===== config.mk =====
export PLATFORM = sky130hd
export DESIGN_NAME = servo_slew_stepper
export DESIGN_NICKNAME = d
export VERILOG_FILES = /design/src/sv/sss_pkg.sv /design/src/sv/sss_core.sv /design/src/sv/servo_slew_stepper.sv
export SDC_FILE = /design/constraint.sdc
export NUM_CORES = 1
export LEC_CHECK = 0
export ABC_AREA = 0
export ABC_CLOCK_PERIOD_IN_PS = 13800
export BUFFER_PORTS_ARGS = -buffer_cell sky130_fd_sc_hd__buf_2
export CORE_MARGIN = 2
export CORE_UTILIZATION = 65
export CTS_CLUSTER_DIAMETER = 30
export DETAILED_ROUTE_END_ITERATION = 10
export GPL_TIMING_DRIVEN = 0
export PLACE_DENSITY_LB_ADDON = 0.3
export SLEW_MARGIN = 30
export SYNTH_ARGS = -nofsm -noshare
export SYNTH_HDL_FRONTEND = slang
export SYNTH_SLANG_ARGS = --single-unit

===== constraint.sdc =====
create_clock -name clk -period 13.8 [get_ports clk]
set_input_delay 0 -clock clk [delete_from_list [all_inputs] [get_ports clk]]
set_output_delay 0 -clock clk [all_outputs]
set_load 0.05 [all_outputs]

===== src/sv/sss_pkg.sv =====
package sss_pkg;

  localparam int MAX_ANGLE_DEF = 180;

  localparam int ANGLE_W = 8;
  localparam int WAIT_W  = 16;
  localparam int CFG_W   = 16;

  localparam logic [2:0] MODE_TICK  = 3'd0;
  localparam logic [2:0] MODE_UP    = 3'd1;
  localparam logic [2:0] MODE_DOWN  = 3'd2;
  localparam logic [2:0] MODE_SET   = 3'd3;
  localparam logic [2:0] MODE_PLACE = 3'd4;

  localparam logic [1:0] EV_NONE   = 2'd0;
  localparam logic [1:0] EV_UP     = 2'd1;
  localparam logic [1:0] EV_DOWN   = 2'd2;
  localparam logic [1:0] EV_FINISH = 2'd3;

  localparam logic CFG_STRIDE = 1'b0;
  localparam logic CFG_DWELL  = 1'b1;

  localparam logic [ANGLE_W-1:0] STRIDE_RST = 8'd180;
  localparam logic [WAIT_W-1:0]  DWELL_RST  = 16'd0;

  typedef struct packed {
    logic [2:0]         mode;
    logic [ANGLE_W-1:0] target;
  } sss_in_t;

  typedef struct packed {
    logic [ANGLE_W-1:0] drive_position;
    logic [1:0]         event_kind;
    logic [ANGLE_W-1:0] event_position;
    logic [ANGLE_W-1:0] destination;
    logic               busy_res;
  } sss_out_t;

endpackage


===== src/sv/sss_core.sv =====
module sss_core import sss_pkg::*; #(
  parameter int MAX_ANGLE = MAX_ANGLE_DEF
) (
  input  logic                clk,
  input  logic                rst_n,
  input  logic                fire,
  input  sss_in_t             item,
  input  logic                cfg_we,
  input  logic                cfg_index,
  input  logic [CFG_W-1:0]    cfg_data,
  output sss_out_t            res
);

  localparam logic [ANGLE_W-1:0] MAX_A = ANGLE_W'(MAX_ANGLE);

  logic [ANGLE_W-1:0] stride_r, stride_nxt;
  logic [WAIT_W-1:0]  dwell_r, dwell_nxt;
  logic [ANGLE_W-1:0] angle_now_r, angle_now_nxt;
  logic [ANGLE_W-1:0] angle_goal_r, angle_goal_nxt;
  logic               wait_r, wait_nxt;
  logic [WAIT_W-1:0]  wait_count_r, wait_count_nxt;

  logic [ANGLE_W:0]   sum_up;
  logic [ANGLE_W-1:0] n_up;
  logic [ANGLE_W-1:0] diff_dn;
  logic [ANGLE_W-1:0] n_dn;
  logic [ANGLE_W:0]   goal_up;
  logic [ANGLE_W-1:0] goal_dn;
  logic [ANGLE_W-1:0] tgt_sat;
  logic [1:0]         ev;
  logic [ANGLE_W-1:0] evpos;
  logic               decide;

  always_comb begin
    sum_up  = {1'b0, angle_now_r} + {1'b0, stride_r};
    n_up    = (sum_up > {1'b0, angle_goal_r}) ? angle_goal_r : sum_up[ANGLE_W-1:0];
    diff_dn = angle_now_r - angle_goal_r;
    n_dn    = (stride_r >= diff_dn) ? angle_goal_r : angle_now_r - stride_r;
    goal_up = {1'b0, angle_goal_r} + {1'b0, stride_r};
    goal_dn = (stride_r >= angle_goal_r) ? '0 : angle_goal_r - stride_r;
    tgt_sat = (item.target > MAX_A) ? MAX_A : item.target;
  end

  always_comb begin
    stride_nxt     = stride_r;
    dwell_nxt      = dwell_r;
    angle_now_nxt  = angle_now_r;
    angle_goal_nxt = angle_goal_r;
    wait_nxt       = wait_r;
    wait_count_nxt = wait_count_r;
    ev             = EV_NONE;
    evpos          = '0;
    decide         = 1'b0;
    if (fire) begin
      unique case (item.mode)
        MODE_TICK: begin
          if (wait_r && wait_count_r != '0) begin
            wait_count_nxt = wait_count_r - 1'b1;
          end else begin
            decide = 1'b1;
          end
        end
        MODE_UP: begin
          angle_goal_nxt = (goal_up > {1'b0, MAX_A}) ? MAX_A : goal_up[ANGLE_W-1:0];
        end
        MODE_DOWN: begin
          angle_goal_nxt = goal_dn;
        end
        MODE_SET: begin
          angle_goal_nxt = tgt_sat;
        end
        MODE_PLACE: begin
          angle_now_nxt  = tgt_sat;
          angle_goal_nxt = tgt_sat;
          wait_nxt       = 1'b0;
          wait_count_nxt = '0;
        end
        default: begin
        end
      endcase
      if (decide) begin
        if (angle_goal_r > angle_now_r) begin
          angle_now_nxt  = n_up;
          wait_nxt       = 1'b1;
          wait_count_nxt = dwell_r;
          ev             = EV_UP;
          evpos          = angle_now_r;
        end else if (angle_goal_r < angle_now_r) begin
          angle_now_nxt  = n_dn;
          wait_nxt       = 1'b1;
          wait_count_nxt = dwell_r;
          ev             = EV_DOWN;
          evpos          = angle_now_r;
        end else begin
          wait_nxt = 1'b0;
          if (wait_r) begin
            ev    = EV_FINISH;
            evpos = angle_now_r;
          end
        end
      end
    end
    if (cfg_we) begin
      unique case (cfg_index)
        CFG_STRIDE: stride_nxt = cfg_data[ANGLE_W-1:0];
        CFG_DWELL: begin
          dwell_nxt      = cfg_data[WAIT_W-1:0];
          wait_count_nxt = cfg_data[WAIT_W-1:0];
        end
        default: begin
        end
      endcase
    end
  end

  always_comb begin
    res.drive_position = angle_now_nxt;
    res.event_kind     = ev;
    res.event_position = evpos;
    res.destination    = angle_goal_nxt;
    res.busy_res       = wait_nxt || (angle_now_nxt != angle_goal_nxt);
  end

  always_ff @(posedge clk) begin
    if (!rst_n) begin
      stride_r     <= STRIDE_RST;
      dwell_r      <= DWELL_RST;
      angle_now_r  <= '0;
      angle_goal_r <= '0;
      wait_r       <= 1'b0;
      wait_count_r <= '0;
    end else begin
      stride_r     <= stride_nxt;
      dwell_r      <= dwell_nxt;
      angle_now_r  <= angle_now_nxt;
      angle_goal_r <= angle_goal_nxt;
      wait_r       <= wait_nxt;
      wait_count_r <= wait_count_nxt;
    end
  end

`ifndef SYNTH
  a_step_starts_wait: assert property (@(posedge clk) disable iff (!rst_n)
    fire && (res.event_kind == EV_UP || res.event_kind == EV_DOWN) |=> wait_r)
    else $error("step did not start a wait");

  a_finish_at_goal: assert property (@(posedge clk) disable iff (!rst_n)
    fire && res.event_kind == EV_FINISH |-> res.drive_position == res.destination)
    else $error("finished away from destination");

  a_quiet_holds: assert property (@(posedge clk) disable iff (!rst_n)
    !fire && !cfg_we |=> $stable(angle_now_r) && $stable(angle_goal_r)
      && $stable(wait_count_r) && $stable(wait_r))
    else $error("state moved without a transfer");

  a_goal_in_range: assert property (@(posedge clk) disable iff (!rst_n)
    fire |=> angle_goal_r <= MAX_A)
    else $error("destination out of range");
`endif

endmodule


===== src/sv/servo_slew_stepper.sv =====
// channel | direction | payload   | handshake
// in_     | input     | sss_in_t  | in_valid / in_ready
// out_    | output    | sss_out_t | out_valid / out_ready
// cfg_    | input     | index+data| cfg_we, no wait
// one item a cycle unless a stalled result holds the pipe; result valid once the item has left the input register
// an input register then the step logic into the result register
// rst_n synchronous: stride 180, dwell 0, angle, goal, wait cleared
// a stalled result holds the pipe; the input register still takes one item
module servo_slew_stepper import sss_pkg::*; #(
  parameter int MAX_ANGLE = MAX_ANGLE_DEF
) (
  input  logic             clk,
  input  logic             rst_n,
  input  logic             in_valid,
  output logic             in_ready,
  input  sss_in_t          in_data,
  output logic             out_valid,
  input  logic             out_ready,
  output sss_out_t         out_data,
  input  logic             cfg_we,
  input  logic             cfg_index,
  input  logic [CFG_W-1:0] cfg_data
);

  logic     in_valid_r;
  sss_in_t  in_r;
  logic     out_valid_r;
  sss_out_t out_r;
  logic     advance;
  logic     fire;
  sss_out_t res;

  assign advance  = !out_valid_r || out_ready;
  assign fire     = in_valid_r && advance;
  assign in_ready = !in_valid_r || advance;

  sss_core #(
    .MAX_ANGLE(MAX_ANGLE)
  ) u_core (
    .clk      (clk),
    .rst_n    (rst_n),
    .fire     (fire),
    .item     (in_r),
    .cfg_we   (cfg_we),
    .cfg_index(cfg_index),
    .cfg_data (cfg_data),
    .res      (res)
  );

  always_ff @(posedge clk) begin
    if (!rst_n) begin
      in_valid_r  <= 1'b0;
      out_valid_r <= 1'b0;
    end else begin
      if (in_ready) begin
        in_valid_r <= in_valid;
      end
      if (advance) begin
        out_valid_r <= in_valid_r;
      end
    end
  end

  always_ff @(posedge clk) begin
    if (in_valid && in_ready) begin
      in_r <= in_data;
    end
    if (fire) begin
      out_r <= res;
    end
  end

  assign out_valid = out_valid_r;
  assign out_data  = out_r;

`ifndef SYNTH
  a_input_held: assert property (@(posedge clk) disable iff (!rst_n)
    in_valid_r && !advance |=> in_valid_r && $stable(in_r))
    else $error("pending item lost while stalled");

  a_result_from_fire: assert property (@(posedge clk) disable iff (!rst_n)
    fire |=> out_valid_r)
    else $error("processed item produced no result");

  a_no_result_without_item: assert property (@(posedge clk) disable iff (!rst_n)
    advance && !in_valid_r |=> !out_valid_r)
    else $error("result without an item");
`endif

endmodule

Yosys cells after proc, flatten, opt, wreduce, memory -nomap -nowiden
Cells that the tools add are included.
- bits in registers: 97
- bits of input ports: 33
- output and inout port bits: 29
- logic and storage cells: 84
- add/subtract/negate cells: 6
- order comparisons: 7
- equality and inequality tests: 5
- multiplexer cells: 34
- bitwise gates (word level): 2
- reduce and logical (&&, ||, !) cells: 14
- operators with widths (operator ; count):
    16-bit 2-to-1 mux ; 7
    8-bit 2-to-1 mux ; 14
    16-bit case mux with 2 select lines ; 1
    8-bit case mux with 3 select lines ; 1
    8-bit subtractor ; 3
    8-bit by 8-bit adder with 9-bit output ; 2
    8-bit greater-or-equal comparator ; 2
    16-bit nonzero test ; 1
    16-bit by 1-bit subtractor with 16-bit output (second input constant) ; 1
    9-bit by 8-bit greater-than comparator with 1-bit output ; 1
    9-bit by 8-bit greater-than comparator with 1-bit output (second input constant) ; 1
    1-bit 2-to-1 mux ; 9
    8-bit greater-than comparator ; 1
    8-bit greater-than comparator (second input constant) ; 1
    8-bit < comparator ; 1
    8-bit inequality test ; 1
    3-bit by 2-bit == test with 1-bit output (second input constant) ; 2
    2-bit 2-to-1 mux ; 2
    2-bit AND reduction ; 2
    2-bit OR reduction ; 2
    3-bit by 1-bit == test with 1-bit output (second input constant) ; 1
    3-bit == test (second input constant) ; 1
    1-bit logical AND ; 3
    3-bit zero test ; 1
    other kinds (3) ; 7

Depth between registers and ports, before layout
- depth in word-level cells: 10
- gate-level depth with buffers: 22
- mapped depth without buffers: 21

Hierarchy
Synthesis repeated with hierarchy kept, for this count alone.
- cells, all modules: 803
- area, all modules: 7000.5 um2
- by module, submodules not included (module ; instances ; cells each ; area each (um2) ; sequential area each (um2)):
    sss_core ; 1 ; 756 ; 5755.5 ; 1141.1
    servo_slew_stepper ; 1 ; 47 ; 1244.9 ; 1181.1

Worst setup path after synthesis
Ideal clock, no wire load.
- path kind: register to register
- from: register u_core.stride_r[0]
- to: register out_r, in the netlist out_data[0], data pin
- setup time: 0.272 ns
- arrival time: 4.327 ns
- required time: 13.528 ns
- slack: 9.201 ns
- stages on the path, launching flop included: 19
- buffers on the path: 1
- clock period less this slack: 4.599 ns
- path through: dfxtp_1 ha_1 fa_1 nor2b_1 o311ai_1 a211o_1 o311ai_0 ha_1 or4_1 a221oi_2 o21ai_1 a32o_1 buf_6 mux2_1 o32ai_1 nor3_1 xnor2_1 nand4_1 or4_1
- RTL lines (element ; RTL line ; source):
    start, declared ; sss_core.sv:16 ; logic [ANGLE_W-1:0] stride_r, stride_nxt;
    start signal, assigned ; sss_core.sv:133 ; stride_r <= stride_nxt;
    end signal, assigned ; servo_slew_stepper.sv:69 ; out_r <= res;
    end, declared ; servo_slew_stepper.sv:28 ; sss_out_t out_r;

==> impl_metrics.prom <==
# TYPE chip_impl_metric gauge
chip_impl_info{name="run_status",value="completed"} 1
chip_impl_metric{name="routed_wl",unit="um"} 22200
chip_impl_metric{name="drv.max_cap_violation_count",unit=""} 0
chip_impl_metric{name="clock_sinks",unit=""} 97
chip_impl_metric{name="place.gp.congestion",unit=""} 1.04
chip_impl_info{name="yosys.area.top_type",value="dfxtp_1"} 1
chip_impl_metric{name="power_report.internal_total",unit="W"} 0.000499
chip_impl_metric{name="ys.warnings.count",unit=""} 0
chip_impl_metric{name="cts.reportedPaths.clkPinSlew",unit="ps"} 110
chip_impl_metric{name="finalWorstPathRequiredPeriod",unit="ps"} 5610
chip_impl_metric{name="grt_max_degree",unit=""} 37
chip_impl_metric{name="combined_area_of_all_synthesized_cells",unit="mm^2"} 0.00676
chip_impl_metric{name="dieHeight",unit="um"} 106
chip_impl_metric{name="synth_largest_type_area_fraction",unit="%"} 17.5
chip_impl_info{name="ys_top_cells_by_area",value="dfxtp_1 (17%), edfxtp_1 (17%), ha_1 (10%)"} 1
chip_impl_metric{name="floorplan.die.width",unit="um"} 106
chip_impl_metric{name="finClkSkew",unit="ps"} 12.5
chip_impl_metric{name="rows",unit=""} 37
chip_impl_metric{name="met3_usage",unit="%"} 7.30
chip_impl_metric{name="fraction_of_met2_tracks_used_by_global_routing",unit="%"} 67.7
chip_impl_metric{name="htreeDepth",unit=""} 3
chip_impl_info{name="grt_setup_unrepaired",value="false"} 1
chip_impl_metric{name="post-dp-hpwl",unit="um"} 15400
chip_impl_metric{name="synth-edff-count",unit=""} 38
chip_impl_metric{name="syn_to_final_growth",unit="%"} 15.1
chip_impl_info{name="worst_setup_path_start_kind",value="register"} 1
chip_impl_metric{name="switching_power",unit="W"} 0.000295
chip_impl_info{name="min_path_type",value="in -> reg"} 1
chip_impl_metric{name="worst-path-buf-inv",unit=""} 2
chip_impl_info{name="grt.busiest_layer",value="met2"} 1
chip_impl_metric{name="critical_path.max_stage_delay",unit="ps"} 630
chip_impl_metric{name="drt-wirelength-per-cell",unit="um"} 21.9
chip_impl_metric{name="yosys_register_bits",unit=""} 97
chip_impl_metric{name="drt_drc_violations_left",unit=""} 0
chip_impl_metric{name="yosysUniqueCellTypes",unit=""} 84
chip_impl_metric{name="io_pins",unit=""} 62
chip_impl_metric{name="worstPathMaxFanout",unit=""} 10
chip_impl_metric{name="port_buffers",unit=""} 61
chip_impl_info{name="final_cell_mix",value="nand2_1 (85), a21oi_1 (78), buf_2 (67), dfxtp_1 (59), nor2_1 (58)"} 1
chip_impl_metric{name="synthArstFlopShare",unit="%"} 0
chip_impl_metric{name="initial_core_util",unit="%"} 66.1
chip_impl_info{name="crit_slowest_cell",value="dfxtp_1"} 1
chip_impl_metric{name="worst_skew_pair.late_latency",unit="ps"} 390
chip_impl_metric{name="post-route-period-util",unit="%"} 40.7
chip_impl_metric{name="use_met1",unit="%"} 49.6
chip_impl_metric{name="grt_pass1_wl",unit="um"} 34700
chip_impl_metric{name="die_area",unit="mm^2"} 0.0112
chip_impl_metric{name="drive_above_1_share",unit="%"} 13.4
chip_impl_metric{name="comb_power_share",unit="%"} 32.1
chip_impl_metric{name="grt_antenna_before_repair",unit=""} 0
chip_impl_metric{name="share_seq_of_total_power",unit="%"} 41.9
chip_impl_metric{name="dr.pass1.iters",unit=""} 6
chip_impl_metric{name="irDropWorstVdd",unit="uV"} 77.5
chip_impl_metric{name="timing.slew.headroom",unit="%"} 48.5
chip_impl_metric{name="route.vias.total",unit=""} 6750
chip_impl_info{name="critical-path-top-delay-family",value="compound AO/OA/AOI/OAI gates"} 1
chip_impl_metric{name="p_leak",unit="nW"} 3.18
chip_impl_metric{name="ff_latch_area",unit="mm^2"} 0.00232
chip_impl_metric{name="cts_made_buffers",unit=""} 9
chip_impl_metric{name="worst_slew_pin_slew",unit="ps"} 763
chip_impl_metric{name="grt.total_usage",unit="%"} 40.3
chip_impl_metric{name="hold_viol",unit=""} 0
chip_impl_metric{name="post_cts.resized_instances",unit=""} 0
chip_impl_metric{name="synthesis.area_per_instance",unit="um^2"} 8.78
chip_impl_metric{name="whs",unit="ps"} 44.4
chip_impl_metric{name="fmax",unit="MHz"} 178
chip_impl_metric{name="pwr-share-clk",unit="%"} 26.0
chip_impl_metric{name="finalMaxSlewViolations",unit=""} 0
chip_impl_metric{name="clock_path_buffers",unit=""} 2
chip_impl_info{name="commonest_non_fill_non_tap_cell_in_the_layout",value="nand2_1"} 1
chip_impl_metric{name="mappedNetlistNets",unit=""} 864
chip_impl_metric{name="grt_overflow",unit=""} 0
chip_impl_metric{name="insertedDiodeCount",unit=""} 0
chip_impl_metric{name="placeableCoreArea",unit="mm^2"} 0.0102
chip_impl_info{name="critPathMostFrequentCell",value="a21o_1"} 1
chip_impl_info{name="cp_cell_sequence",value="inv_1 -> ha_1 -> a21o_1 -> a21o_1 -> a21o_1 -> a21o_1 -> a21o_1 -> a21oi_1 -> xor2_1 -> ha_1 -> a21oi_1 -> o21ai_0 -> a21oi_1 -> clkbuf_1 -> nor2_1 -> a21oi_1 -> nor2_1 -> a211oi_4 -> xor2_1 -> nand3_1 -> or4_1"} 1
chip_impl_info{name="ys_dominant_reg_cell",value="dfxtp_1"} 1
chip_impl_metric{name="number_of_instances_in_the_synthesized_netlist",unit=""} 770
chip_impl_info{name="critPathKind",value="reg -> reg"} 1
chip_impl_info{name="crit_path_end_kind",value="register"} 1
chip_impl_info{name="clock_tree_from_tritoncts",value="yes"} 1
chip_impl_metric{name="critical_path_required",unit="ps"} 13940
chip_impl_metric{name="timing.critical_path.arrival",unit="ps"} 5750
chip_impl_metric{name="p_per_area",unit="mW/mm^2"} 102
chip_impl_metric{name="setup_tns",unit="ps"} 0
chip_impl_metric{name="seq_area_frac_synth",unit="%"} 34.3
chip_impl_metric{name="setup_viols_final",unit=""} 0
chip_impl_metric{name="first_global_vias",unit=""} 6621
chip_impl_metric{name="total_area_of_multi_input_combinational_cells",unit="mm^2"} 0.00415
chip_impl_info{name="ctsRootBufferMaster",value="clkbuf_8"} 1
chip_impl_metric{name="power.switching_fraction",unit="%"} 37.2
chip_impl_metric{name="final_nets",unit=""} 968
chip_impl_metric{name="ant_nets",unit=""} 0
chip_impl_metric{name="drt_iter0_drc",unit=""} 874
chip_impl_metric{name="num-fill-cells",unit=""} 705
chip_impl_metric{name="via_per_inst",unit=""} 6.65
-- sequential cells by signal (all words and copies together) (netlist names) --
register,count
out_data,27
u_core.wait_count_r,16
u_core.stride_r,8
u_core.dwell_r,16
out_valid,1
u_core.angle_now_r,8
in_valid_r,1
u_core.wait_r,1
u_core.angle_goal_r,8
in_r,11
-- Yosys cell counts (21+ instances only) --
| library cell | count |
|---|---|
| nor3_1 | 21 |
| nand2_1 | 85 |
| ha_1 | 56 |
| o21ai_0 | 39 |
| clkbuf_1 | 21 |
| and2_1 | 23 |
| inv_1 | 42 |
| a21oi_1 | 78 |
| dfxtp_1 | 59 |
| nor2_1 | 58 |
| xnor2_1 | 24 |
| edfxtp_1 | 38 |
-- area by class of cell --
type                       instances  area share (%)
clock buffer                       9            1.59
tap                              136            2.19
buffer                            29            1.72
multi-input combinational        601            53.3
clock inverter                     7            1.21
inverter                          43            2.07
sequential                        97            29.8
timing repair buffer              93            8.04
-- per-layer routing --
layer	wire, um	up-vias	share of wire, %
met4	1410	0	6.3
met2	10400	517	47
met1	8230	3108	37
met3	2240	133	10
met5	0	-	0
li1	-	2992	-
-- stage by stage --
stage / cell area, um^2 / power (W) / utilization (%) / setup slack (ps) / instances
global route: 7780 / 0.000826 / 76.1 / 7920 / 1015
CTS: 7780 / 0.000777 / 76.0 / 8300 / 1015
global placement: 7240 / 0.000568 / 70.8 / 8340 / 967
finish: 7780 / 0.000795 / 76.1 / 8190 / 1015
floorplan: 6760 / 0.000512 / - / 9200 / 770
detailed placement: 7240 / 0.000573 / 70.8 / 8330 / 967
-- path summary, 6_finish.rpt --
check | from | endpoint | slack (ps) | cells past startpoint
min reg2reg | u_core.dwell_r[1]$_SDFFE_PN0P_ | u_core.dwell_r[1]$_SDFFE_PN0P_ | 470 | 2
min | cfg_we | u_core.stride_r[1]$_SDFFE_PN0P_ | 40 | 4
max | u_core.angle_goal_r[1]$_SDFF_PN0_ | out_data[0]$_DFFE_PP_ | 8190 | 21
max reg2reg | u_core.angle_goal_r[1]$_SDFF_PN0_ | out_data[0]$_DFFE_PP_ | 8190 | 21
-- worst min-delay path, delay by kind of cell --
kind	cells	cell delay, ps
compound gates	1	60
buf+inv	1	110
simple gates	2	210
-- cell families after synthesis --
family                   share of synthesized area (%)
adder cells (fa/ha/maj)                           11.8
XOR/XNOR                                          4.90
flip-flops                                        34.3
buffers and inverters                             4.37
AO/OA/AOI/OAI                                     22.7
multiplexers                                      1.52
AND/OR/NAND/NOR                                   20.3
-- power groups by stage --
| stage | clock network, W | logic, W | registers, W |
|---|---|---|---|
| floorplan | 0 | 0.000166 | 0.000346 |
| finish | 0.000207 | 0.000255 | 0.000333 |
| detailed placement | 0 | 0.000235 | 0.000338 |
| global placement | 0 | 0.000231 | 0.000337 |
| CTS | 0.000201 | 0.000244 | 0.000331 |
| global route | 0.000217 | 0.000276 | 0.000334 |
-- what timing repair did --
action / CTS / global route
hold buffers: 32 / 0
buffers inserted: 0 / 0
hold endpoints to repair: 53 / 0
No activity file was read; power rests on OpenSTA's default activity.
